<file path="config.mk">
export PLATFORM = sky130hd
export DESIGN_NAME = coin_classify_and_bin_counter
export DESIGN_NICKNAME = d
export VERILOG_FILES = /design/src/hdl/ccbc_pkg.sv /design/src/hdl/ccbc_classify.sv /design/src/hdl/ccbc_state_mem.sv /design/src/hdl/ccbc_update.sv /design/src/hdl/coin_classify_and_bin_counter.sv
export SDC_FILE = /design/constraint.sdc
export NUM_CORES = 2
export LEC_CHECK = 0
export BUFFER_PORTS_ARGS = -buffer_cell sky130_fd_sc_hd__clkbuf_2
export CORE_ASPECT_RATIO = 1.2
export CORE_MARGIN = 8
export CORE_UTILIZATION = 65
export CTS_BUF_LIST = sky130_fd_sc_hd__clkbuf_8
export DETAILED_ROUTE_END_ITERATION = 12
export GPL_TIMING_DRIVEN = 1
export PLACE_DENSITY = 0.83
export SLEW_MARGIN = 15
export SYNTH_ARGS = -nofsm -noshare
export SYNTH_HDL_FRONTEND = slang
export SYNTH_SLANG_ARGS = --single-unit
</file>
<file path="constraint.sdc">
create_clock -name clk -period 16.11 [get_ports clk]
set_clock_uncertainty 0.2 [all_clocks]
set_input_delay 2.4165 -clock clk [delete_from_list [all_inputs] [get_ports clk]]
set_output_delay 2.4165 -clock clk [all_outputs]
set_load 0.1 [all_outputs]
</file>
<file path="src/hdl/ccbc_pkg.sv">
`timescale 1ns / 1ps
`default_nettype none
// ----------------------------------------------------------------------------
// Coin classifier and bin counter: shared types and constants
// Bin codes, window bounds, register indexes, payload structs and the
// per-bin state entry kept in the counter memory.
// ----------------------------------------------------------------------------
package ccbc_pkg;

	localparam int NUM_BINS  = 7;
	localparam int NUM_ROLLS = 5;
	localparam int BIN_W     = 3;
	localparam int ROLL_W    = 6;
	localparam int LIMIT_W   = 20;
	localparam int G_W       = 12;
	localparam int M_W       = 14;

	localparam logic [BIN_W-1:0] BIN_NICKEL  = 3'd0;
	localparam logic [BIN_W-1:0] BIN_DIME    = 3'd1;
	localparam logic [BIN_W-1:0] BIN_QUARTER = 3'd2;
	localparam logic [BIN_W-1:0] BIN_LOONIE  = 3'd3;
	localparam logic [BIN_W-1:0] BIN_TOONIE  = 3'd4;
	localparam logic [BIN_W-1:0] BIN_OTHER   = 3'd5;
	localparam logic [BIN_W-1:0] BIN_BENT    = 3'd6;
	localparam logic [BIN_W-1:0] BIN_REJECT  = 3'd7;

	localparam logic [1:0] FACE_BOTH = 2'd0;

	localparam logic [2:0] REG_BENT_LIMIT   = 3'd0;
	localparam logic [2:0] REG_OTHER_LIMIT  = 3'd1;
	localparam logic [2:0] REG_NICKEL_SIZE  = 3'd2;
	localparam logic [2:0] REG_DIME_SIZE    = 3'd3;
	localparam logic [2:0] REG_QUARTER_SIZE = 3'd4;
	localparam logic [2:0] REG_LOONIE_SIZE  = 3'd5;
	localparam logic [2:0] REG_TOONIE_SIZE  = 3'd6;

	localparam logic [LIMIT_W-1:0] BENT_LIMIT_RST  = 20'd25600;
	localparam logic [LIMIT_W-1:0] OTHER_LIMIT_RST = 20'd51200;

	typedef logic [ROLL_W-1:0] roll_size_t;

	localparam roll_size_t ROLL_SIZE_RST [NUM_ROLLS] = '{6'd40, 6'd50, 6'd40, 6'd25, 6'd25};

	// Inclusive Q8 windows, centre minus and plus tolerance.
	localparam logic [G_W-1:0] WIN_G_LO [NUM_ROLLS] = '{12'd921, 12'd333, 12'd1024, 12'd1664, 12'd1728};
	localparam logic [G_W-1:0] WIN_G_HI [NUM_ROLLS] = '{12'd1101, 12'd563, 12'd1228, 12'd1920, 12'd2010};
	localparam logic [M_W-1:0] WIN_M_LO [NUM_ROLLS] = '{14'd5171, 14'd4429, 14'd5837, 14'd6400, 14'd6886};
	localparam logic [M_W-1:0] WIN_M_HI [NUM_ROLLS] = '{14'd5581, 14'd4787, 14'd6297, 14'd6912, 14'd7450};

	typedef struct packed {
		logic [7:0] weight_raw;
		logic [7:0] diameter_raw;
		logic       is_bent;
		logic [1:0] face_match;
	} coin_t;

	typedef struct packed {
		logic [2:0]  bin;
		logic        replaced;
		logic [15:0] coins_in_current;
		logic [15:0] units_completed;
		logic [23:0] current_weight;
		logic [15:0] lifetime_coins;
		logic [31:0] lifetime_weight;
	} result_t;

	// One memory word per bin. Roll bins use only the low bits of fill_count
	// and leave both weights at zero.
	typedef struct packed {
		logic [15:0] fill_count;
		logic [15:0] units;
		logic [15:0] life;
		logic [23:0] fill_weight;
		logic [31:0] total_weight;
	} bin_entry_t;

	function automatic logic [15:0] inc16(input logic [15:0] v);
		inc16 = (v == 16'hFFFF) ? v : v + 16'd1;
	endfunction

endpackage
`default_nettype wire

</file>
<file path="src/hdl/ccbc_classify.sv">
`timescale 1ns / 1ps
`default_nettype none
// ----------------------------------------------------------------------------
// Coin classifier
// Scales the raw readings to Q8 grams and millimetres and picks the bin.
// ----------------------------------------------------------------------------
module ccbc_classify (
	input  ccbc_pkg::coin_t                coin,
	output logic [ccbc_pkg::BIN_W-1:0]     bin,
	output logic [ccbc_pkg::G_W-1:0]       grams
);
	import ccbc_pkg::*;

	logic [19:0]          g_prod;
	logic [20:0]          m_prod;
	logic [M_W-1:0]       mm;
	logic [NUM_ROLLS-1:0] hit;

	// g = 10w + floor(2w/51) and m = 2560 + 30d + floor(2d/17). The small
	// quotients use reciprocals that are exact for numerators below 512.
	assign g_prod = {2'b00, coin.weight_raw, 1'b0} * 20'd1286;
	assign m_prod = {3'b000, coin.diameter_raw, 1'b0} * 21'd3856;

	assign grams = {1'b0, coin.weight_raw, 3'b000} + {3'b000, coin.weight_raw, 1'b0}
		+ {8'd0, g_prod[19:16]};
	assign mm = 14'd2560 + {1'b0, coin.diameter_raw, 5'b00000}
		- {5'd0, coin.diameter_raw, 1'b0} + {9'd0, m_prod[20:16]};

	always_comb begin
		for (int k = 0; k < NUM_ROLLS; k++) begin
			hit[k] = (grams >= WIN_G_LO[k]) && (grams <= WIN_G_HI[k])
				&& (mm >= WIN_M_LO[k]) && (mm <= WIN_M_HI[k]);
		end
	end

	always_comb begin
		if (coin.is_bent) begin
			bin = BIN_BENT;
		end else if (coin.face_match != FACE_BOTH) begin
			bin = BIN_OTHER;
		end else if (coin.weight_raw == 8'd0 || coin.diameter_raw == 8'd0) begin
			bin = BIN_REJECT;
		end else begin
			bin = BIN_OTHER;
			// Lowest coin index wins when windows overlap.
			for (int k = NUM_ROLLS - 1; k >= 0; k--) begin
				if (hit[k]) begin
					bin = BIN_W'(k);
				end
			end
		end
	end

endmodule
`default_nettype wire

</file>
<file path="src/hdl/ccbc_state_mem.sv">
`timescale 1ns / 1ps
`default_nettype none
// ----------------------------------------------------------------------------
// Bin state memory
// One word per bin, with a registered synchronous read. Entries not
// yet written since reset read as zero.
// ----------------------------------------------------------------------------
module ccbc_state_mem (
	input  logic                          clk,
	input  logic                          arst_n,
	input  logic                          rd_en,
	input  logic [ccbc_pkg::BIN_W-1:0]    rd_addr,
	output ccbc_pkg::bin_entry_t          rd_data,
	input  logic                          wr_en,
	input  logic [ccbc_pkg::BIN_W-1:0]    wr_addr,
	input  ccbc_pkg::bin_entry_t          wr_data
);
	import ccbc_pkg::*;

	bin_entry_t          mem [NUM_BINS];
	bin_entry_t          rd_q;
	logic [NUM_BINS-1:0] vld_q;
	logic                rd_vld_q;

	always_ff @(posedge clk or negedge arst_n) begin
		if (!arst_n) begin
			vld_q    <= '0;
			rd_vld_q <= 1'b0;
		end else begin
			if (wr_en) begin
				vld_q[wr_addr] <= 1'b1;
			end
			if (rd_en) begin
				rd_vld_q <= vld_q[rd_addr];
			end
		end
	end

	always_ff @(posedge clk) begin
		if (wr_en) begin
			mem[wr_addr] <= wr_data;
		end
		if (rd_en) begin
			rd_q <= mem[rd_addr];
		end
	end

	assign rd_data = rd_vld_q ? rd_q : '0;

endmodule
`default_nettype wire

</file>
<file path="src/hdl/ccbc_update.sv">
`timescale 1ns / 1ps
`default_nettype none
// ----------------------------------------------------------------------------
// Bin update
// Applies one coin to its bin's state word: roll fill and completion, or
// container weight check and replacement, plus the saturating totals.
// ----------------------------------------------------------------------------
module ccbc_update (
	input  logic [ccbc_pkg::BIN_W-1:0]                         bin,
	input  logic [ccbc_pkg::G_W-1:0]                           grams,
	input  ccbc_pkg::bin_entry_t                               cur,
	input  logic [ccbc_pkg::LIMIT_W-1:0]                       bent_limit,
	input  logic [ccbc_pkg::LIMIT_W-1:0]                       other_limit,
	input  ccbc_pkg::roll_size_t [ccbc_pkg::NUM_ROLLS-1:0]     roll_size,
	output ccbc_pkg::bin_entry_t                               nxt,
	output ccbc_pkg::result_t                                  result
);
	import ccbc_pkg::*;

	roll_size_t         size;
	logic [ROLL_W-1:0]  fill_inc;
	logic               roll_full;
	logic [LIMIT_W-1:0] limit;
	logic [24:0]        fw_sum;
	logic [32:0]        tw_sum;
	logic               over;

	always_comb begin
		case (bin)
			BIN_NICKEL:  size = roll_size[0];
			BIN_DIME:    size = roll_size[1];
			BIN_QUARTER: size = roll_size[2];
			BIN_LOONIE:  size = roll_size[3];
			BIN_TOONIE:  size = roll_size[4];
			default:     size = '0;
		endcase
	end

	assign fill_inc  = cur.fill_count[ROLL_W-1:0] + ROLL_W'(1);
	assign roll_full = fill_inc >= size;

	assign limit  = (bin == BIN_BENT) ? bent_limit : other_limit;
	assign fw_sum = {1'b0, cur.fill_weight} + 25'(grams);
	assign tw_sum = {1'b0, cur.total_weight} + 33'(grams);
	assign over   = fw_sum > 25'(limit);

	always_comb begin
		nxt        = cur;
		nxt.life   = inc16(cur.life);
		result     = '0;
		result.bin = bin;
		case (bin)
			BIN_NICKEL, BIN_DIME, BIN_QUARTER, BIN_LOONIE, BIN_TOONIE: begin
				if (roll_full) begin
					nxt.fill_count = '0;
					nxt.units      = inc16(cur.units);
					result.replaced = 1'b1;
				end else begin
					nxt.fill_count = 16'(fill_inc);
				end
			end
			BIN_OTHER, BIN_BENT: begin
				nxt.total_weight = tw_sum[32] ? 32'hFFFF_FFFF : tw_sum[31:0];
				if (over) begin
					// The coin alone starts the fresh container.
					nxt.fill_weight = 24'(grams);
					nxt.fill_count  = 16'd1;
					nxt.units       = inc16(cur.units);
					result.replaced = 1'b1;
				end else begin
					nxt.fill_weight = fw_sum[24] ? 24'hFF_FFFF : fw_sum[23:0];
					nxt.fill_count  = inc16(cur.fill_count);
				end
				result.current_weight  = nxt.fill_weight;
				result.lifetime_weight = nxt.total_weight;
			end
			default: begin
				nxt = cur;
			end
		endcase
		if (bin != BIN_REJECT) begin
			result.coins_in_current = nxt.fill_count;
			result.units_completed  = nxt.units;
			result.lifetime_coins   = nxt.life;
		end
	end

endmodule
`default_nettype wire

</file>
<file path="src/hdl/coin_classify_and_bin_counter.sv">
`timescale 1ns / 1ps
`default_nettype none
// ----------------------------------------------------------------------------
// Coin classifier and bin counter
// Routes each coin to a roll or container and reports that bin's counters.
// ----------------------------------------------------------------------------
// One coin is accepted per clock while results are taken: the coin is
// classified and its bin word read from the state memory in the accept
// cycle, updated in stage one and written back as it moves on, and then
// held in the output register. Back-to-back coins for the same bin are
// served by forwarding the word just written, so the rate stays one coin
// per cycle for any mix of bins. The memory needs no clearing pass; words
// not written since reset read as zero. Configuration writes take effect
// at once and are expected only while no coin is in flight.
module coin_classify_and_bin_counter (
	input  logic                          clk,
	input  logic                          arst_n,
	input  logic                          coin_valid,
	output logic                          coin_ready,
	input  ccbc_pkg::coin_t               coin,
	output logic                          result_valid,
	input  logic                          result_ready,
	output ccbc_pkg::result_t             result,
	input  logic                          cfg_we,
	input  logic [2:0]                    cfg_index,
	input  logic [ccbc_pkg::LIMIT_W-1:0]  cfg_wdata
);
	import ccbc_pkg::*;

	logic [LIMIT_W-1:0]            bent_limit_q;
	logic [LIMIT_W-1:0]            other_limit_q;
	roll_size_t [NUM_ROLLS-1:0]    roll_size_q;

	logic [BIN_W-1:0] cls_bin;
	logic [G_W-1:0]   cls_grams;
	logic             accept;

	logic             vld_s1;
	logic [BIN_W-1:0] bin_s1;
	logic [G_W-1:0]   grams_s1;
	logic             fwd_s1;
	bin_entry_t       fwd_entry_s1;
	bin_entry_t       mem_rd;
	bin_entry_t       cur_entry;
	bin_entry_t       nxt_entry;
	result_t          upd_result;
	logic             adv_s1;
	logic             wr_en;

	logic             out_vld_q;
	result_t          out_q;

	always_ff @(posedge clk or negedge arst_n) begin
		if (!arst_n) begin
			bent_limit_q  <= BENT_LIMIT_RST;
			other_limit_q <= OTHER_LIMIT_RST;
			for (int k = 0; k < NUM_ROLLS; k++) begin
				roll_size_q[k] <= ROLL_SIZE_RST[k];
			end
		end else if (cfg_we) begin
			case (cfg_index)
				REG_BENT_LIMIT:   bent_limit_q   <= cfg_wdata;
				REG_OTHER_LIMIT:  other_limit_q  <= cfg_wdata;
				REG_NICKEL_SIZE:  roll_size_q[0] <= cfg_wdata[ROLL_W-1:0];
				REG_DIME_SIZE:    roll_size_q[1] <= cfg_wdata[ROLL_W-1:0];
				REG_QUARTER_SIZE: roll_size_q[2] <= cfg_wdata[ROLL_W-1:0];
				REG_LOONIE_SIZE:  roll_size_q[3] <= cfg_wdata[ROLL_W-1:0];
				REG_TOONIE_SIZE:  roll_size_q[4] <= cfg_wdata[ROLL_W-1:0];
				default: ;
			endcase
		end
	end

	ccbc_classify u_classify (
		.coin  (coin),
		.bin   (cls_bin),
		.grams (cls_grams)
	);

	assign adv_s1     = !out_vld_q || result_ready;
	assign coin_ready = !vld_s1 || adv_s1;
	assign accept     = coin_valid && coin_ready;
	assign wr_en      = vld_s1 && adv_s1 && (bin_s1 != BIN_REJECT);

	ccbc_state_mem u_mem (
		.clk     (clk),
		.arst_n  (arst_n),
		.rd_en   (accept && (cls_bin != BIN_REJECT)),
		.rd_addr (cls_bin),
		.rd_data (mem_rd),
		.wr_en   (wr_en),
		.wr_addr (bin_s1),
		.wr_data (nxt_entry)
	);

	always_ff @(posedge clk or negedge arst_n) begin
		if (!arst_n) begin
			vld_s1 <= 1'b0;
			fwd_s1 <= 1'b0;
		end else if (coin_ready) begin
			vld_s1 <= coin_valid;
			// The memory returns the old word when it is written in the
			// same cycle, so the fresh one is taken from here instead.
			fwd_s1 <= wr_en && (bin_s1 == cls_bin);
		end
	end

	always_ff @(posedge clk) begin
		if (accept) begin
			bin_s1       <= cls_bin;
			grams_s1     <= cls_grams;
			fwd_entry_s1 <= nxt_entry;
		end
	end

	assign cur_entry = fwd_s1 ? fwd_entry_s1 : mem_rd;

	ccbc_update u_update (
		.bin         (bin_s1),
		.grams       (grams_s1),
		.cur         (cur_entry),
		.bent_limit  (bent_limit_q),
		.other_limit (other_limit_q),
		.roll_size   (roll_size_q),
		.nxt         (nxt_entry),
		.result      (upd_result)
	);

	always_ff @(posedge clk or negedge arst_n) begin
		if (!arst_n) begin
			out_vld_q <= 1'b0;
		end else if (adv_s1) begin
			out_vld_q <= vld_s1;
		end
	end

	always_ff @(posedge clk) begin
		if (adv_s1 && vld_s1) begin
			out_q <= upd_result;
		end
	end

	assign result_valid = out_vld_q;
	assign result       = out_q;

endmodule
`default_nettype wire

</file>
**Yosys cells after proc, flatten, opt, wreduce, memory -nomap -nowiden**

Memories as Yosys holds them, arrays and structs flattened. A register that Yosys moved wholly into a read port is not among the register bits.
Index checks and enable logic that the tools add are counted.

- $add $sub $neg: 11
- $mul: 2
- Divide/modulo/power cells: 0
- Magnitude comparators: 25
- Equal/unequal tests: 18
- Shift-type cells: 0
- Muxes and demuxes: 34
- Bitwise logic cells: 1
- Reductions and logical operators: 41

Operators with widths:

| kind | count |
|---|---|
| 2-to-1 mux 104 bit | 2 |
| 2-to-1 mux 16 bit | 7 |
| >= comparator 14 x 13 -> 1 bit (second input constant) | 5 |
| <= comparator 14 x 13 -> 1 bit (second input constant) | 5 |
| one-hot mux 32 bit (2 select lines) | 1 |
| 2-to-1 mux 56 bit | 1 |
| adder 16 x 1 -> 16 bit (second input constant) | 3 |
| equality test 16 bit (second input constant) | 3 |
| <= comparator 12 x 11 -> 1 bit (second input constant) | 4 |
| 2-to-1 mux 24 bit | 2 |
| >= comparator 12 x 11 -> 1 bit (second input constant) | 3 |
| adder 32 x 12 -> 33 bit | 1 |
| 2-to-1 mux 32 bit | 1 |
| one-hot mux 6 bit (5 select lines) | 1 |
| adder 24 x 12 -> 25 bit | 1 |
| greater-than comparator 25 x 20 -> 1 bit | 1 |
| logical AND 1 bit | 21 |
| 2-to-1 mux 3 bit | 7 |
| 2-to-1 mux 20 bit | 1 |
| equality test 3 bit (second input constant) | 6 |
| multiplier 8 x 10 -> 18 bit (second input constant) | 1 |
| zero test 8 bit | 2 |
| multiplier 8 x 8 -> 16 bit (second input constant) | 1 |
| adder 12 x 13 -> 14 bit (first input constant) | 1 |
| 29 further kinds | 51 |

- Register bits after elaboration: 308
- Latch bits: 0
- Memory bits (writable): 728
- Bits in read-only memories: 0
- Output and inout port bits: 110
- Memories kept: 1

Memory list:

| memory | depth | bits a word | rd ports | clocked after Yosys merged registers in | wr ports | line | text |
|---|---|---|---|---|---|---|---|
| u_mem.mem | 7 | 104 | 1 | 1 | 1 | ccbc_state_mem.sv:20 | `bin_entry_t mem [NUM_BINS];` |

**Depth between registers and ports, before layout**

- Word-level depth: 16
- Mapped depth: 37
- Gate-level depth less buffers: 32

**Modules after synthesis**

From an unflattened synthesis, not the netlist that was laid out.

- Cells, all modules: 3547
- Area total of the unflattened synthesis: 53148.5 sq um

Modules (own cells, without submodules):

| module | times used | cells an instance | area an instance (sq um) |
|---|---|---|---|
| ccbc_state_mem | 1 | 1572 | 31888.1 |
| coin_classify_and_bin_counter | 1 | 517 | 10914.2 |
| ccbc_update | 1 | 987 | 6392.4 |
| ccbc_classify | 1 | 471 | 3953.8 |

**Worst setup path before layout**

No wires, ideal clock.

- Path type: input port to flip-flop
- Start point: in coin[8] (netlist bit)
- End point: reg u_mem.rd_vld_q
- Arrival: 14.604 ns
- Setup slack: 1.171 ns
- Stages on the path: 32
- Path buffers: 2
- Cell sequence: inv_1 fa_1 fa_1 inv_1 ha_1 ha_1 ha_1 or4_1 o21ai_1 nor2_1 o21a_1 o21a_1 o21a_1 nor2_1 xnor2_1 ha_1 ha_1 buf_2 a21o_1 a221oi_1 xnor2_1 nand3_1 nor4_1 a211oi_1 or4b_4 o32a_1 nand2_2 inv_2 buf_2 a21boi_1 o31ai_1 o22a_1

- Cells in the longest elaborated chain, start to end: 16

RTL lines:

| item | line | text |
|---|---|---|
| start: declaration | coin_classify_and_bin_counter.sv:20 | `input ccbc_pkg::coin_t coin,` |
| adder 12 x 13 -> 14 bit | ccbc_classify.sv:26 | `assign mm = 14'd2560 + {1'b0, coin.diameter_raw, 5'b00000}` |
| subtractor 14 x 9 -> 14 bit | ccbc_classify.sv:27 | `- {5'd0, coin.diameter_raw, 1'b0} + {9'd0, m_prod[20:16]};` |
| adder 14 x 5 -> 14 bit | ccbc_classify.sv:27 |  |
| >= comparator 14 x 13 -> 1 bit | ccbc_classify.sv:32 | `&& (mm >= WIN_M_LO[k]) && (mm <= WIN_M_HI[k]);` |
| logical AND 1 bit (2 in a row) | ccbc_classify.sv:32 |  |
| 2-to-1 mux 1 bit | ccbc_classify.sv:47 | `if (hit[k]) begin` |
| 2-to-1 mux 3 bit (4 in a row) | ccbc_classify.sv:47 |  |
| 2-to-1 mux 3 bit (*) | ccbc_classify.sv:41 | `end else if (coin.weight_raw == 8'd0 \|\| coin.diameter_raw == 8'd0) begin` |
| 2-to-1 mux 3 bit (*) | ccbc_classify.sv:39 | `end else if (coin.face_match != FACE_BOTH) begin` |
| 2-to-1 mux 3 bit (*) | ccbc_classify.sv:37 | `if (coin.is_bent) begin` |
| != test 3 bit (*) | coin_classify_and_bin_counter.sv:88 | `.rd_en (accept && (cls_bin != BIN_REJECT)),` |
| logical AND 1 bit (*) | coin_classify_and_bin_counter.sv:88 |  |
| named net u_mem.rd_en | ccbc_state_mem.sv:11 | `input logic rd_en,` |
| end signal: assignment | ccbc_state_mem.sv:34 | `rd_vld_q <= vld_q[rd_addr];` |
| end: declaration | ccbc_state_mem.sv:23 | `logic rd_vld_q;` |

Mark *: on every way through the listed nets, which the timed path passes. The rest lies on a longest branch. The select of a mux whose other input is x is not followed.
A chain may end at the register's enable or synchronous reset.

**Final worst setup path**

- Start point: in coin[8] (netlist bit)
- End point: reg, netlist name u_mem.rd_q[71]

- Cells in the longest elaborated chain, start to end: 16

RTL lines:

| item | line |
|---|---|
| adder 12 x 13 -> 14 bit | ccbc_classify.sv:26 |
| subtractor 14 x 9 -> 14 bit | ccbc_classify.sv:27 |
| adder 14 x 5 -> 14 bit | ccbc_classify.sv:27 |
| >= comparator 14 x 13 -> 1 bit | ccbc_classify.sv:32 |
| logical AND 1 bit (2 in a row) | ccbc_classify.sv:32 |
| 2-to-1 mux 1 bit | ccbc_classify.sv:47 |
| 2-to-1 mux 3 bit (4 in a row) | ccbc_classify.sv:47 |
| 2-to-1 mux 3 bit (*) | ccbc_classify.sv:41 |
| 2-to-1 mux 3 bit (*) | ccbc_classify.sv:39 |
| 2-to-1 mux 3 bit (*) | ccbc_classify.sv:37 |
| != test 3 bit | coin_classify_and_bin_counter.sv:88 |
| logical AND 1 bit | coin_classify_and_bin_counter.sv:88 |

Mark *: on every way between the ends. The rest lies on a longest branch, timed or not.

==> flow_metrics.tcl <==
set metrics [dict create \
    run_status "finished, final reports clean" \
    endpoint_kind "flop" \
    yosys.area.top_type_share_pct 61.7 \
    finalCritPeriodShare_pct 74.4 \
    p_int_uw 5250 \
    wl_per_cell_um 24.7 \
    p_clk_share_pct 27.0 \
    yosys_warnings 0 \
    synthArstFlopShare_pct 7.11 \
    syn_inst 3681 \
    drive_gt1_share_pct 14.0 \
    pwr-share-seq_pct 47.6 \
    rsz0062_at_grt "false" \
    cts.reportedPaths.clkPinSlew_ns 0.06 \
    finalNetCount 4093 \
    p_leak_uw 0.0214 \
    grt_util_all_layers_pct 27.5 \
    worstMarginPinSlew_ns 1.24 \
    min_to "u_mem.vld_q[3]" \
    critical_path_class "in2reg" \
    ys_ff_latch 1140 \
    clock_latency_ns 0.83 \
    cts_max_path_buffers 3 \
    yosys-top-cells-area "edfxtp_1 62%, mux2i_1 5.0%, ha_1 4.0%, dfrtp_1 3.0%, o21ai_0 2.6%" \
    synth-edff-count 1059 \
    drv_slew 0 \
    vias 33080 \
    crit_arrival_ns 12.34 \
    critPathLaunchType "primary input" \
    worst_hold_slack_ns 0.271 \
    grt_pass1_vias 33699 \
    synth_top_area_cell "edfxtp_1" \
    cts-resized-gates 0 \
    r2r_cells 26 \
    path_common_cell "ha_1" \
    route.detailed.drc 0 \
    power.switching_uw 2540 \
    place.gp.congestion 0.902 \
    ys.flop_type "edfxtp_1" \
    r2r_start "u_mem.rd_vld_q" \
    holdBufCountCts 0 \
    finalHoldViolCount 0 \
    grt_max_degree 106 \
    fmax_ghz 0.0835 \
    critPathMaxStageDelay_ns 0.89 \
    rows 113 \
    setup_tns_ns 0 \
    initial_core_util_pct 65.3 \
    syn_area_um2 51500 \
    hold_path_depth 1 \
    hp-class "reg2reg" \
    cts_tree "done" \
    die_w_um 273 \
    r2r_slack_ns 7.28 \
    ys_seq_area_share_pct 65.7 \
    die-height_um 324 \
    syn_to_final_growth_pct 9.16 \
    antenna_found_initial 1 \
    critical_path.slowest_cell "buf_4" \
    syn_area_per_cell_um2 14.0 \
    post-route-util_pct 71.3 \
    cap_violations 0 \
    post_cts_buffers 0 \
    hp-start "u_mem.vld_q[3]" \
    grt_pass1_wl_um 190000 \
    worstPathMaxFanout 65 \
    layout_min_cycle_time_ns 11.98 \
    ir_drop_v 0.0000894 \
    io_pins 157 \
    root_buffer "clkbuf_8" \
    drtPass1Iterations 6 \
    cp.required_ns 16.47 \
    setup_violations 0 \
    comb_power_share_pct 25.4 \
    port_buffers 156 \
    clkSinkCount 1140 \
    die-area_um2 88600 \
    placeableCoreArea_um2 78900 \
    p_per_area_nw_per_um2 138 \
    via_per_inst 6.59 \
    dp_hpwl_um 72000 \
    ant_nets 0 \
    wl_um 124000 \
    yosysUniqueCellTypes 84 \
    first_iter_violations 3460 \
    htree_num_levels 4 \
    numCtsBuffers 162 \
    slew_headroom_pct 17.5 \
    r2r_end "fwd_entry_s1[90]" \
    swShare_pct 32.6 \
    overflow 0 \
]
through the flow:
stage | cells | cell area (µm²) | total power [µW] | setup slack (ns)
floorplan | 3684 | 51500 | 5180 | 1.17
global placement | 4729 | 53300 | 5640 | 3.52
detailed placement | 4729 | 53300 | 5700 | 3.33
CTS | 5016 | 56300 | 7770 | 4.19
global route | 5017 | 56300 | 8090 | 3.45
finish | 5017 | 56300 | 7790 | 4.13
flip-flops by register name, summed over array words and instances, names as in the netlist:
| register | flops |
|---|---|
| result | 108 |
| bent_limit_q | 20 |
| vld_s1 | 1 |
| roll_size_q | 30 |
| u_mem.vld_q | 7 |
| bin_s1 | 3 |
| grams_s1 | 12 |
| fwd_s1 | 1 |
| u_mem.rd_vld_q | 1 |
| u_mem.mem | 728 |
| fwd_entry_s1 | 104 |
| u_mem.rd_q | 104 |
| other_limit_q | 20 |
| result_valid | 1 |
logic make-up after synthesis:
logic type | synth area share, %
simple gates | 6.56
fa+ha+maj | 4.93
other cells | 0.00728
xor+xnor | 1.94
buf+inv | 2.34
flops | 65.7
mux | 6.61
compound gates | 11.9
cells in the final DEF, fill, tap and decap left out, types with 10 or more instances in the layout:
master | netlist | final
and3_1 | 22 | 21
o21bai_1 | 18 | 18
edfxtp_1 | 1059 | 1059
nand3_1 | 42 | 42
xor2_1 | 45 | 45
or3_1 | 22 | 22
a21o_1 | 130 | 129
clkbuf_8 | 0 | 173
inv_1 | 80 | 127
dfstp_2 | 19 | 19
clkinv_1 | 0 | 31
nand2b_1 | 25 | 25
buf_4 | 21 | 51
mux2_2 | 74 | 74
a22oi_1 | 61 | 61
nor2_1 | 186 | 184
clkinv_2 | 0 | 19
o21ai_0 | 272 | 271
o221ai_1 | 110 | 110
or2_2 | 17 | 17
a211oi_1 | 14 | 14
nor4_1 | 12 | 11
nand4_1 | 27 | 27
nand2_1 | 208 | 208
and2_1 | 26 | 24
dfrtp_1 | 62 | 61
mux2i_1 | 257 | 257
nor2b_1 | 21 | 20
a22o_1 | 45 | 45
xnor2_1 | 69 | 69
clkinvlp_4 | 0 | 10
clkbuf_2 | 0 | 155
a31oi_1 | 21 | 21
a21oi_1 | 137 | 137
fa_1 | 25 | 25
ha_1 | 163 | 163
o22ai_1 | 20 | 20
nor3_1 | 52 | 48
o21a_1 | 26 | 25
per-layer routing:
layer | vias up | global-route usage (%) | routed length, µm
met3 | 345 | 4.61 | 10700
met2 | 1928 | 47.3 | 62900
li1 | 14548 | - | -
met5 | - | 0 | 0
met1 | 16259 | 33.8 | 45200
met4 | 0 | 13.1 | 5360
worst max-delay path, delay by kind of cell:
family	cells	cell delay, ns
AOI/OAI and AO/OA	10	1.86
adders and majority gates	7	2.53
buffers and inverters	5	2.26
and+or+nand+nor	8	2.71
xor gates and xnor gates	1	0.13
muxes	1	0.30
worst max path at each step:
stage                          end  cells after the start  startpoint
finish              u_mem.rd_q[71]                     32     coin[8]
global route        u_mem.rd_q[71]                     32     coin[8]
CTS                 u_mem.rd_q[73]                     32     coin[8]
detailed placement  u_mem.rd_q[73]                     32     coin[8]
global placement    u_mem.rd_q[83]                     32     coin[8]
floorplan           u_mem.rd_vld_q                     32     coin[8]
layout make-up:
type	instances	area, µm²
repair buffers	208	1200
clock buffers	173	2380
clock inverters	114	588
flip-flops and latches	1140	33900
inverters	81	309
fillers	4994	22600
well taps	1035	1290
diodes	1	2.50
multi-input cells	2265	16600
synthesized netlist by cell type (7+ instances only):
cell type,instances
dfrtp_1,62
a21oi_1,137
and2_1,26
and3_1,22
a31oi_1,21
inv_1,80
xnor2_1,69
a21o_1,130
ha_1,163
a22o_1,45
xor2_1,45
o31ai_1,8
nor3b_1,9
nor2b_1,21
nand3_1,42
buf_4,21
mux2_2,74
o22ai_1,20
buf_1,24
clkbuf_1,100
o221ai_1,110
edfxtp_1,1059
o21a_1,26
a211oi_1,14
o211ai_1,7
o21bai_1,18
nand4_1,27
o21ai_0,272
or3_1,22
or2_2,17
nor2_1,186
nor3_1,52
fa_1,25
nand2_1,208
a22oi_1,61
buf_2,51
dfstp_2,19
mux2i_1,257
nand2b_1,25
nor4_1,12
power groups by stage:
stage | sequential (µW) | combinational (µW) | clock [µW]
2_1_floorplan | 4020 | 1160 | 0
5_1_grt | 3720 | 2130 | 2250
4_1_cts | 3700 | 1950 | 2120
3_5_place_dp | 3760 | 1940 | 0
6_report | 3710 | 1980 | 2100
3_3_place_gp | 3750 | 1890 | 0
(Power assumes the default switching activity.)
